## src/rtl/vdfs_pkg.sv

```systemverilog
// Shared constants, codes and control/status types for the voxel distance fusion store.
package vdfs_pkg;

  localparam int unsigned VOXELS_DEF     = 4096;
  localparam int unsigned VALUE_BITS_DEF = 16;
  localparam int unsigned INDEX_BITS     = 12;
  localparam int unsigned CFG_IDX_BITS   = 3;

  // background variance, 100.0 in Q8.8
  localparam int unsigned VAR_BG    = 25600;
  localparam int unsigned TRUNC_RST = 77;
  localparam int unsigned FLOOR_RST = 25600;

  localparam logic [1:0] CMD_FUSE  = 2'd0;
  localparam logic [1:0] CMD_SWEEP = 2'd1;
  localparam logic [1:0] CMD_READ  = 2'd2;

  localparam logic [CFG_IDX_BITS-1:0] REG_TRUNC  = 3'd0;
  localparam logic [CFG_IDX_BITS-1:0] REG_FLOOR  = 3'd1;
  localparam logic [CFG_IDX_BITS-1:0] REG_VPEN   = 3'd2;
  localparam logic [CFG_IDX_BITS-1:0] REG_DPEN   = 3'd3;
  localparam logic [CFG_IDX_BITS-1:0] REG_PRUNE  = 3'd4;

  typedef enum logic [1:0] {
    RES_EVAL  = 2'd0,
    RES_FIN   = 2'd1,
    RES_SWEEP = 2'd2
  } vdfs_res_e;

  typedef struct packed {
    logic      addr_ld;
    logic      addr_clr;
    logic      addr_inc;
    logic      mem_clear;
    logic      mem_sweep;
    logic      mem_fuse;
    logic      in_ld;
    logic      prep_ld;
    logic      mul1;
    logic      mul2;
    logic      div_start;
    logic      div_dist;
    logic      qv_ld;
    logic      res_ld;
    vdfs_res_e res_sel;
    logic      out_ld;
  } vdfs_cmd_t;

  typedef struct packed {
    logic [1:0] command;
    logic       fuse_skip;
    logic       addr_last;
    logic       div_done;
  } vdfs_stat_t;

endpackage

```

## src/rtl/vdfs_ctrl.sv

```systemverilog
// Controller state machine: clearing pass, command sequencing, output handshake.
module vdfs_ctrl (
  input  logic                 clk_i,
  input  logic                 rst_ni,
  input  logic                 in_valid_i,
  output logic                 in_stall_o,
  output logic                 out_valid_o,
  input  logic                 out_stall_i,
  input  vdfs_pkg::vdfs_stat_t stat_i,
  output vdfs_pkg::vdfs_cmd_t  cmd_o
);

  typedef enum logic [13:0] {
    ST_CLEAR = 14'b00000000000001,
    ST_IDLE  = 14'b00000000000010,
    ST_READ  = 14'b00000000000100,
    ST_EVAL  = 14'b00000000001000,
    ST_MUL1  = 14'b00000000010000,
    ST_MUL2  = 14'b00000000100000,
    ST_DIVV  = 14'b00000001000000,
    ST_WAITV = 14'b00000010000000,
    ST_DIVD  = 14'b00000100000000,
    ST_WAITD = 14'b00001000000000,
    ST_FIN   = 14'b00010000000000,
    ST_SWRD  = 14'b00100000000000,
    ST_SWWR  = 14'b01000000000000,
    ST_EMIT  = 14'b10000000000000
  } state_e;

  state_e state_q, state_d;
  logic   out_valid_q, out_valid_d;

  always_comb begin
    state_d = state_q;
    cmd_o   = '0;
    cmd_o.res_sel = vdfs_pkg::RES_EVAL;
    unique case (state_q)
      ST_CLEAR: begin
        cmd_o.mem_clear = 1'b1;
        if (stat_i.addr_last) begin
          cmd_o.addr_clr = 1'b1;
          state_d = ST_IDLE;
        end else begin
          cmd_o.addr_inc = 1'b1;
        end
      end
      ST_IDLE: begin
        if (in_valid_i) begin
          cmd_o.in_ld   = 1'b1;
          cmd_o.addr_ld = 1'b1;
          state_d = ST_READ;
        end
      end
      ST_READ: begin
        if (stat_i.command == vdfs_pkg::CMD_SWEEP) begin
          cmd_o.addr_clr = 1'b1;
          state_d = ST_SWRD;
        end else begin
          state_d = ST_EVAL;
        end
      end
      ST_EVAL: begin
        if (stat_i.command == vdfs_pkg::CMD_FUSE && !stat_i.fuse_skip) begin
          cmd_o.prep_ld = 1'b1;
          state_d = ST_MUL1;
        end else begin
          cmd_o.res_ld = 1'b1;
          state_d = ST_EMIT;
        end
      end
      ST_MUL1: begin
        cmd_o.mul1 = 1'b1;
        state_d = ST_MUL2;
      end
      ST_MUL2: begin
        cmd_o.mul2 = 1'b1;
        state_d = ST_DIVV;
      end
      ST_DIVV: begin
        cmd_o.div_start = 1'b1;
        state_d = ST_WAITV;
      end
      ST_WAITV: begin
        if (stat_i.div_done) begin
          cmd_o.qv_ld = 1'b1;
          state_d = ST_DIVD;
        end
      end
      ST_DIVD: begin
        cmd_o.div_start = 1'b1;
        cmd_o.div_dist  = 1'b1;
        state_d = ST_WAITD;
      end
      ST_WAITD: begin
        if (stat_i.div_done) state_d = ST_FIN;
      end
      ST_FIN: begin
        cmd_o.mem_fuse = 1'b1;
        cmd_o.res_ld   = 1'b1;
        cmd_o.res_sel  = vdfs_pkg::RES_FIN;
        state_d = ST_EMIT;
      end
      ST_SWRD: state_d = ST_SWWR;
      ST_SWWR: begin
        cmd_o.mem_sweep = 1'b1;
        if (stat_i.addr_last) begin
          cmd_o.res_ld  = 1'b1;
          cmd_o.res_sel = vdfs_pkg::RES_SWEEP;
          state_d = ST_EMIT;
        end else begin
          cmd_o.addr_inc = 1'b1;
          state_d = ST_SWRD;
        end
      end
      ST_EMIT: begin
        if (!out_valid_q || !out_stall_i) begin
          cmd_o.out_ld = 1'b1;
          state_d = ST_IDLE;
        end
      end
      default: state_d = ST_CLEAR;
    endcase
  end

  always_comb begin
    out_valid_d = out_valid_q;
    if (cmd_o.out_ld)      out_valid_d = 1'b1;
    else if (!out_stall_i) out_valid_d = 1'b0;
  end

  always_ff @(posedge clk_i or negedge rst_ni) begin
    if (!rst_ni) begin
      state_q     <= ST_CLEAR;
      out_valid_q <= 1'b0;
    end else begin
      state_q     <= state_d;
      out_valid_q <= out_valid_d;
    end
  end

  assign in_stall_o  = (state_q != ST_IDLE);
  assign out_valid_o = out_valid_q;

endmodule

```

## config.mk

```make
export PLATFORM = sky130hd
export DESIGN_NAME = vdfs_ctrl
export DESIGN_NICKNAME = d
export VERILOG_FILES = /design/src/rtl/vdfs_pkg.sv /design/src/rtl/vdfs_ctrl.sv
export SDC_FILE = /design/constraint.sdc
export NUM_CORES = 1
export LEC_CHECK = 0
export ABC_AREA = 1
export BUFFER_PORTS_ARGS = -buffer_cell sky130_fd_sc_hd__buf_2
export CORE_MARGIN = 4
export CORE_UTILIZATION = 55
export DETAILED_ROUTE_END_ITERATION = 10
export PLACE_DENSITY = 0.88
export SYNTH_ARGS = -nofsm -noshare
export SYNTH_HDL_FRONTEND = slang
export SYNTH_SLANG_ARGS = --single-unit
```

## constraint.sdc

```tcl
create_clock -name clk_i -period 2.2 [get_ports clk_i]
set_clock_uncertainty 0.1 [all_clocks]
set_input_delay 0.11 -clock clk_i [delete_from_list [all_inputs] [get_ports clk_i]]
set_output_delay 0.11 -clock clk_i [all_outputs]
set_load 0.005 [all_outputs]
```

==> results of run 1 <==
[worst min path at each step]
| stage | start | to | slack (ns) | depth (start not counted) |
|---|---|---|---|---|
| 2_1_floorplan | rst_ni | out_valid_o$_DFFE_PN0P_ | -0.29 | 0 |
| 3_3_place_gp | rst_ni | state_q[1]$_DFFE_PN0P_ | -0.07 | 1 |
| 3_5_place_dp | rst_ni | state_q[1]$_DFFE_PN0P_ | -0.07 | 1 |
| 4_1_cts | stat_i[4] | state_q[3]$_DFFE_PN0P_ | 0.02 | 3 |
| 5_1_grt | stat_i[4] | state_q[3]$_DFFE_PN0P_ | 0.04 | 3 |
| 6_report | stat_i[4] | state_q[3]$_DFFE_PN0P_ | 0.04 | 3 |
[registers in the layout, indices dropped and copies added (netlist names)]
signal       count
state_q         14
out_valid_o      1
[metrics by stage]
stage | utilization | instance area (um2)
4_1_cts | 0.732 | 1290
6_report | 0.732 | 1290
2_1_floorplan | - | 1050
3_3_place_gp | 0.682 | 1200
3_5_place_dp | 0.682 | 1200
5_1_grt | 0.732 | 1290
[metal layers]
metal / global-route usage / part of all wire
met5: 0 / 0
met4: 0.0873 / 0.019
met3: 0.0372 / 0.045
met2: 0.415 / 0.53
met1: 0.254 / 0.40
[cell type report]
class	instances	share of cell area
well taps	25	0.0242
clock buffers	3	0.0174
repair buffers	33	0.151
multi-input cells	108	0.419
flip-flops and latches	15	0.292
clock inverters	1	0.00388
inverters	32	0.0930
[power by group]
part / switching, mW / total [mW] / internal [mW]
Sequential: 0.0216 / 0.332 / 0.310
Combinational: 0.253 / 0.390 / 0.136
Clock: 0.0968 / 0.164 / 0.0676
[placed cells by master, fill, tap and decap left out]
cell type,synthesis,layout
and2_0,1,1
buf_2,0,27
clkbuf_4,0,3
clkinv_2,0,1
dfrtp_1,14,14
dfstp_2,1,1
dlygate4sd3_1,0,6
inv_1,30,30
inv_2,2,2
nand2_1,36,36
nand2_2,4,4
nand2_4,1,1
nand3_1,13,13
nand3_4,1,1
nand3b_2,1,1
nand4_1,2,2
nor2_1,30,30
nor2_2,3,3
nor2_4,4,4
nor2_8,1,1
nor3_1,4,4
nor4_1,2,2
o211ai_1,1,1
o21ai_0,3,3
o21ai_1,1,1
[worst max-delay path: cells and delay by family, from the launching register on]
| family | cells | cell delay (ns) |
|---|---|---|
| buffers and inverters | 2 | 0.70 |
| flip-flops | 1 | 0.41 |
| AND/OR/NAND/NOR | 4 | 0.73 |
[cells by family after synthesis]
kind of cell,Yosys count,share of synthesized area
buffers and inverters,34,0.128
flip-flops,15,0.358
AO/OA/AOI/OAI,5,0.0262
AND/OR/NAND/NOR,103,0.488
==> key figures, run 1 <==
Flow run
  – Max cap viols: 0

Synthesis
  – Synth area leader: dfrtp_1
  – Sequential area share after synthesis: 0.358
  – Post-synth EDFFs: 0
  – Cell with the most instances after synthesis: nand2_1
  – Syn avg cell area: 6.70 um2
  – Primary FF master, synth: dfrtp_1
  – Post-synthesis async set-or-reset flop share: 1.00
  – Net Count, Synth: 166
  – Synth Cell Area: 1050 um2
  – Yosys warns: 0
  – Synth cell types: 22
  – FF+latch count, synth: 15
  – Synth Instances: 157
  – Main area contributors after synthesis: dfrtp_1 (33%), nand2_1 (13%), inv_1 (11%), nor2_1 (11%), nand3_1 (6.2%)
  – Top post-synthesis cells by count: nand2_1 (36), inv_1 (30), nor2_1 (30)
  – Top cell type's share of synthesized area: 0.333

Die
  – Die width: 51.7 um
  – Io pins: 28
  – Row Count: 15
  – Initial Util: 0.596
  – CORE AREA: 1760 um2
  – Die height: 51.7 um
  – Die Area: 2680 um2

Cells and area
  – Area of the multi-input gates: 541 um2
  – FF/Latch Area: 377 um2
  – Area growth from synthesis to layout: 22.7%
  – Filler cell count: 150
  – Layout cells sized above 1: 0.255
  – Layout Cells excl Fill: 217
  – # diodes: 0
  – NumNets Final: 202

STA
  – Max-slew violation count: 0
  – Final setup viols: 0
  – Fin crit period: 2.01 ns
  – Fin. Hold Viols: 0
  – Fmax achieved: 496 MHz
  – Worst slew pin tran: 0.346 ns
  – WHS: 0.0365 ns
  – Final worst slack: 0.185 ns
  – Setup_tns: 0 ns
  – Final Cycle Share: 0.916
  – Relative slew slack: 0.770
  – RSZ-0062 raised after global routing: false

Setup path
  – Worst EP required: 2.32 ns
  – Worst path cell trace: nor2_2 -> inv_2 -> nor2_8 -> nand4_1 -> nor4_1 -> dlygate4sd3_1
  – Critical path class: reg -> reg
  – Worst Setup End Kind: register
  – Reg-to-Reg Start: state_q[12]$_DFFE_PN0P_
  – End point of the critical path: state_q[4]$_DFFE_PN0P_
  – Worst reg2reg path depth: 6
  – Crit path max-delay cell type: dlygate4sd3_1
  – RR Endpoint: state_q[4]$_DFFE_PN0P_
  – Crit path DAT: 2.14 ns
  – Worst-path fanout max: 10
  – CP peak stage delay: 0.60 ns
  – Startpoint types: register
  – Crit. Startpoint: state_q[12]$_DFFE_PN0P_
  – Worst reg2reg setup slack: 0.19 ns

Clock tree
  – Maximum clock insertion buffer count: 2
  – Post-CTS Resized: 0
  – CTS Hold Buffers Added: 6
  – CTS sink cnt: 15
  – Setup bufs post-CTS: 0
  – CTS tree: done
  – CTS Buf Count: 3
  – Worst-path clk slew: 0.10 ns
  – Root cell of the clock tree: clkbuf_4
  – H-tree depth: 1
  – Worst-Skew Late Latency: 0.29 ns

GRT
  – GRT Total Usage: 0.225
  – Number of global-route vias before repair: 1,052
  – Global-route wire length before repair: 4460 um
  – Pin count of the biggest net entering global routing: 16
  – Initial antenna violation count: 0
  – Grt ovf: 0

Drt
  – Starting DRT DRC Count: 32
  – Routed len/inst: 11.8 um
  – Post-route ant nets: 0
  – Avg Vias per Cell: 5.00
  – Via count: 1,084
  – WL final: 2560 um
  – Residual DRC: 0
  – Drt first pass iters: 4

Worst hold path
  – Min-delay worst type: in -> reg

Pwr
  – PwrDens: 686 nW/um2
  – Total power: 0.886 mW
  – VDD IR max: 0.000543 V
  – Leak: 0.858 nW

Placement
  – Setup WS pre-CTS: 0.547 ns
  – Placed Cells: 207
  – Dpl hpwl: 1970 um
  – Placer's final routability congestion estimate: 0.859
  – IO Port Bufs: 27

Run status
  – Status: finished, final reports clean
No activity file was read; power rests on OpenSTA's default activity.
==> run 2, diff against run 1 <==
--- a/config.mk
+++ b/config.mk
@@ -8,9 +8,8 @@
 export ABC_AREA = 1
 export BUFFER_PORTS_ARGS = -buffer_cell sky130_fd_sc_hd__buf_2
 export CORE_MARGIN = 4
-export CORE_UTILIZATION = 55
+export CORE_UTILIZATION = 30
 export DETAILED_ROUTE_END_ITERATION = 10
-export PLACE_DENSITY = 0.88
 export SYNTH_ARGS = -nofsm -noshare
 export SYNTH_HDL_FRONTEND = slang
 export SYNTH_SLANG_ARGS = --single-unit
==> run 2 against run 1 <==
Against the previous run: first-iteration DRC count up 13%; critical path depth unchanged; register-to-register slack gained 0.04 ns; final cell count grew 11%; die area up 69%; clock power hardly changed; routed wire length shrank 2.7%; sequential power about the same; critical path type unchanged; largest cell class unchanged; highest routed layer unchanged.
==> key figures, run 2 (synthesis gave the netlist of run 1 again) <==
Cells and area
  – Commonest non-fill, non-tap cell in the layout: nand2_1
  – Number of flip-flops in the largest register: 14
  – Reg with most FFs: state_q
  – Most frequent cells in the layout: nand2_1 (36), nor2_1 (30), inv_1 (30)
  – # diodes: 0
  – Layout cells sized above 1: 0.258
  – Area growth from synthesis to layout: 26.5%
  – NumNets Final: 204

STA
  – Fin crit period: 1.97 ns
  – Fin. Hold Viols: 0
  – Setup_tns: 0 ns
  – RSZ-0062 raised after global routing: false
  – Max-slew violation count: 0
  – WHS: 0.0445 ns
  – Final Cycle Share: 0.897
  – Fmax achieved: 507 MHz
  – Final setup viols: 0
  – Worst slew pin tran: 0.346 ns
  – Relative slew slack: 0.769

Drt
  – Post-route ant nets: 0
  – Avg Vias per Cell: 4.28
  – Routed len/inst: 10.4 um
  – Starting DRT DRC Count: 36
  – WL final: 2490 um
  – Via count: 1,028
  – Residual DRC: 0
  – Drt first pass iters: 4

Setup path
  – RR Endpoint: state_q[4]$_DFFE_PN0P_
  – Worst Setup End Kind: register
  – Worst EP required: 2.33 ns
  – Reg-to-Reg Start: state_q[12]$_DFFE_PN0P_
  – Worst-path fanout max: 10
  – Worst reg2reg setup slack: 0.23 ns
  – Critical path class: reg -> reg
  – Startpoint types: register
  – Worst reg2reg path depth: 6
  – Crit path DAT: 2.11 ns

Clock tree
  – Post-CTS Resized: 0
  – Root cell of the clock tree: clkbuf_4
  – Maximum clock insertion buffer count: 2
  – Worst-path clk slew: 0.10 ns
  – H-tree depth: 1
  – Worst-Skew Late Latency: 0.29 ns
  – CTS tree: done
  – CTS Buf Count: 3
  – CTS sink cnt: 15

Pwr
  – Leak: 0.865 nW
  – Sw Share: 0.400
  – Clock power frac: 0.182
  – Share of power burned in registers: 0.368
  – PwrDens: 681 nW/um2
  – Sw Pwr: 0.363 mW
  – VDD IR max: 0.000295 V
  – Combinational fraction of design power: 0.450
  – Int Power: 0.544 mW
  – Total power: 0.907 mW

Die
  – Io pins: 28
  – Die Area: 4520 um2
  – Initial Util: 0.313
  – CORE AREA: 3360 um2
  – Die height: 67.2 um
  – Row Count: 21
  – Die width: 67.2 um

Worst hold path
  – Min-delay worst type: in -> reg
  – Worst hold stages: 4
  – Hold Crit Start: stat_i[1]
  – Hold Path Sink: state_q[11]$_DFFE_PN0P_

GRT
  – Grt ovf: 0
  – Pin count of the biggest net entering global routing: 16
  – GRT Total Usage: 0.127
  – Initial antenna violation count: 0
  – Global-route wire length before repair: 4300 um
  – Number of global-route vias before repair: 967

Run status
  – Status: finished, final reports clean

Placement
  – Placer's final routability congestion estimate: 0.805
  – IO Port Bufs: 27
  – Dpl hpwl: 2000 um

Flow run
  – Max cap viols: 0
-- run 2: cell types whose count changed in the layout (fill, tap and decap cells not counted) --
cell,before,now
clkbuf_1,0,1
buf_4,0,2
clkinv_2,1,0
-- run 2: layout make-up --
cell class	instances	area [um2]
Fill cell	390	2030
Multi-Input combinational cell	108	541
Sequential cell	15	377
Timing Repair Buffer	35	210
Inverter	32	120
Tap cell	46	57.6
Clock buffer	4	26.3
-- run 2: metrics by stage --
step                worst slack [ns]  std cells   util  area (um2)
finish                         0.228        240  0.396        1330
global route                  0.0101        240  0.396        1330
CTS                            0.203        238  0.391        1320
detailed placement             0.538        228  0.366        1230
global placement               0.522        228  0.366        1230
floorplan                      0.796        157      -        1050
-- run 2: worst max path at each step --
stage / startpoint / to / slack (ns)
final: state_q[12]$_DFFE_PN0P_ / state_q[4]$_DFFE_PN0P_ / 0.23
after global routing: state_q[1]$_DFFE_PN0P_ / cmd_o[3] / 0.01
after CTS: state_q[4]$_DFFE_PN0P_ / cmd_o[3] / 0.20
after detailed placement: state_q[7]$_DFFE_PN0P_ / cmd_o[3] / 0.54
after global placement: state_q[4]$_DFFE_PN0P_ / cmd_o[3] / 0.52
after floorplan: state_q[12]$_DFFE_PN0P_ / cmd_o[16] / 0.80
-- run 2: layer usage --
layer / routed length, um / part of all wire / global-route usage / up-vias
met5: 0 / 0 / 0 / -
met4: 46 / 0.018 / 0.0456 / 0
met3: 141 / 0.057 / 0.0216 / 5
met2: 1150 / 0.46 / 0.207 / 29
met1: 1150 / 0.46 / 0.167 / 442
li1: - / - / - / 552
-- run 2: worst max-delay path: stages (launching register included) --
cell and delay [ns]:
dfrtp_1 0.41, nor2_2 0.18, inv_2 0.10, nor2_8 0.19
nand4_1 0.18, nor4_1 0.18, dlygate4sd3_1 0.58
-- run 2: power groups by stage --
stage               Clock [mW]  Combinational [mW]  Sequential, mW
global placement             0               0.372           0.339
floorplan                    0               0.268           0.334
detailed placement           0               0.372           0.338
finish                   0.165               0.408           0.334
global route             0.189               0.478           0.338
CTS                      0.168               0.379           0.333
-- run 2: what timing repair did --
item,in CTS,in global routing
hold buffers,6,0
setup buffers,0,2
endpoints found under the hold margin,20,0
setup endpoints to repair,0,1
==> run 3, diff against run 2 <==
--- a/config.mk
+++ b/config.mk
@@ -10,6 +10,7 @@
 export CORE_MARGIN = 4
 export CORE_UTILIZATION = 30
 export DETAILED_ROUTE_END_ITERATION = 10
+export PLACE_DENSITY_LB_ADDON = 0.2
 export SYNTH_ARGS = -nofsm -noshare
 export SYNTH_HDL_FRONTEND = slang
 export SYNTH_SLANG_ARGS = --single-unit
==> run 3 against run 2 <==
Against the previous run: routed wire length is 5.9% higher; highest routed layer unchanged; clock power about the same; largest cell class unchanged; cell area is 0.56% higher; critical path type unchanged; sequential power is essentially flat; largest power group unchanged; global-route usage is 0.40 points higher.
==> key figures, run 3 (synthesis gave the netlist of run 1 again) <==
Clock tree
  – Post-CTS Resized: 0
  – H-tree depth: 1
  – CTS sink cnt: 15
  – CTS tree: done
  – Worst-Skew Late Latency: 0.29 ns
  – Worst-path clk slew: 0.10 ns
  – CTS Buf Count: 3
  – Maximum clock insertion buffer count: 2
  – Root cell of the clock tree: clkbuf_4

STA
  – Fin. Hold Viols: 0
  – Fin crit period: 2.00 ns
  – Final Cycle Share: 0.908
  – Max-slew violation count: 0
  – Setup_tns: 0 ns
  – Final setup viols: 0
  – Relative slew slack: 0.758
  – RSZ-0062 raised after global routing: false
  – Fmax achieved: 500 MHz
  – Final worst slack: 0.201 ns
  – Worst slew pin tran: 0.363 ns

Placement
  – Placer's final routability congestion estimate: 0.810
  – IO Port Bufs: 27
  – Placed Cells: 228
  – Setup WS pre-CTS: 0.508 ns
  – Post-place instance area: 1230 um2
  – Dpl hpwl: 2150 um

Cells and area
  – Filler cell count: 381
  – Most frequent cells in the layout: nand2_1 (36), nor2_1 (30), inv_1 (30)
  – Area growth from synthesis to layout: 27.2%
  – Layout cells sized above 1: 0.262
  – Layout Cells excl Fill: 241
  – # diodes: 0
  – Reg with most FFs: state_q
  – Util after Layout: 0.398
  – Commonest non-fill, non-tap cell in the layout: nand2_1
  – Final instance area: 1340 um2
  – Number of flip-flops in the largest register: 14
  – NumNets Final: 205

Pwr
  – PwrDens: 693 nW/um2
  – VDD IR max: 0.000572 V
  – Leak: 0.870 nW

Drt
  – Avg Vias per Cell: 4.35
  – Routed len/inst: 10.9 um
  – Residual DRC: 0
  – WL final: 2640 um
  – Post-route ant nets: 0
  – Via count: 1,048
  – Drt first pass iters: 4
  – Starting DRT DRC Count: 45

GRT
  – Pin count of the biggest net entering global routing: 16
  – GRT Total Usage: 0.131
  – Grt ovf: 0
  – Global-route wire length before repair: 4440 um
  – Number of global-route vias before repair: 1,001
  – Initial antenna violation count: 0

Die
  – Die Area: 4520 um2
  – Io pins: 28
  – Row Count: 21
  – Die height: 67.2 um
  – Die width: 67.2 um
  – Initial Util: 0.313
  – CORE AREA: 3360 um2

Run status
  – Status: finished, final reports clean

Worst hold path
  – Hold Crit Start: stat_i[4]
  – Min-delay worst type: in -> reg

Setup path
  – Reg-to-Reg Start: state_q[12]$_DFFE_PN0P_
  – Worst-path fanout max: 10
  – Critical path class: reg -> reg
  – Worst reg2reg setup slack: 0.20 ns
  – Crit path DAT: 2.13 ns
  – Crit. Startpoint: state_q[12]$_DFFE_PN0P_
  – Worst EP required: 2.33 ns
  – Startpoint types: register
  – Worst Setup End Kind: register

Flow run
  – Max cap viols: 0
run 3: changes by cell type in the layout (fill, tap and decap cells not counted):
cell	delta
buf_4	+1
run 3: final cells by class:
type	instances	area [um2]	area share
well taps	46	57.6	0.0430
repair buffers	36	218	0.163
flip-flops and latches	15	377	0.281
clock buffers	4	26.3	0.0196
multi-input cells	108	541	0.404
inverters	32	120	0.0897
run 3: path summary, 6_finish.rpt:
check                                                to  cells past startpoint
worst max-delay path             state_q[4]$_DFFE_PN0P_                      6
worst min-delay path             state_q[3]$_DFFE_PN0P_                      3
worst max register to register   state_q[4]$_DFFE_PN0P_                      6
worst min register to register  out_valid_o$_DFFE_PN0P_                      2
max in group asynchronous        state_q[0]$_DFFE_PN1P_                      2
min in group asynchronous       state_q[11]$_DFFE_PN0P_                      2
run 3: power by group:
part           total, mW  switching [mW]  internal (mW)
Combinational      0.429           0.255          0.174
Sequential         0.332          0.0214          0.310
Clock              0.167          0.0966         0.0705
run 3: metrics by stage:
| step | power [mW] | hold WS, ns |
|---|---|---|
| finish | 0.927 | 0.0352 |
| global route | 1.01 | 0.0458 |
| CTS | 0.895 | 0.0345 |
| detailed placement | 0.719 | -0.0490 |
| global placement | 0.717 | -0.0574 |
| floorplan | 0.602 | -0.286 |
run 3: worst max-delay path, stage by stage (launching register included):
cell           delay, ns
dfrtp_1             0.41
nor2_2              0.17
inv_2               0.10
nor2_8              0.20
nand4_1             0.17
nor4_1              0.20
dlygate4sd3_1       0.58
run 3: metal layers:
| layer | vias to the layer above | global-route usage | share of wire |
|---|---|---|---|
| met5 | - | 0 | 0 |
| met4 | 0 | 0.0228 | 0.0049 |
| met3 | 2 | 0.0349 | 0.050 |
| met2 | 23 | 0.228 | 0.49 |
| met1 | 473 | 0.163 | 0.45 |
| li1 | 550 | - | - |
run 3: repair_timing:
| action | CTS | global route |
|---|---|---|
| hold buffers | 6 | 0 |
| hold endpoints to repair | 20 | 0 |
| buffers inserted | 0 | 3 |
| endpoints found under the setup margin | 0 | 1 |
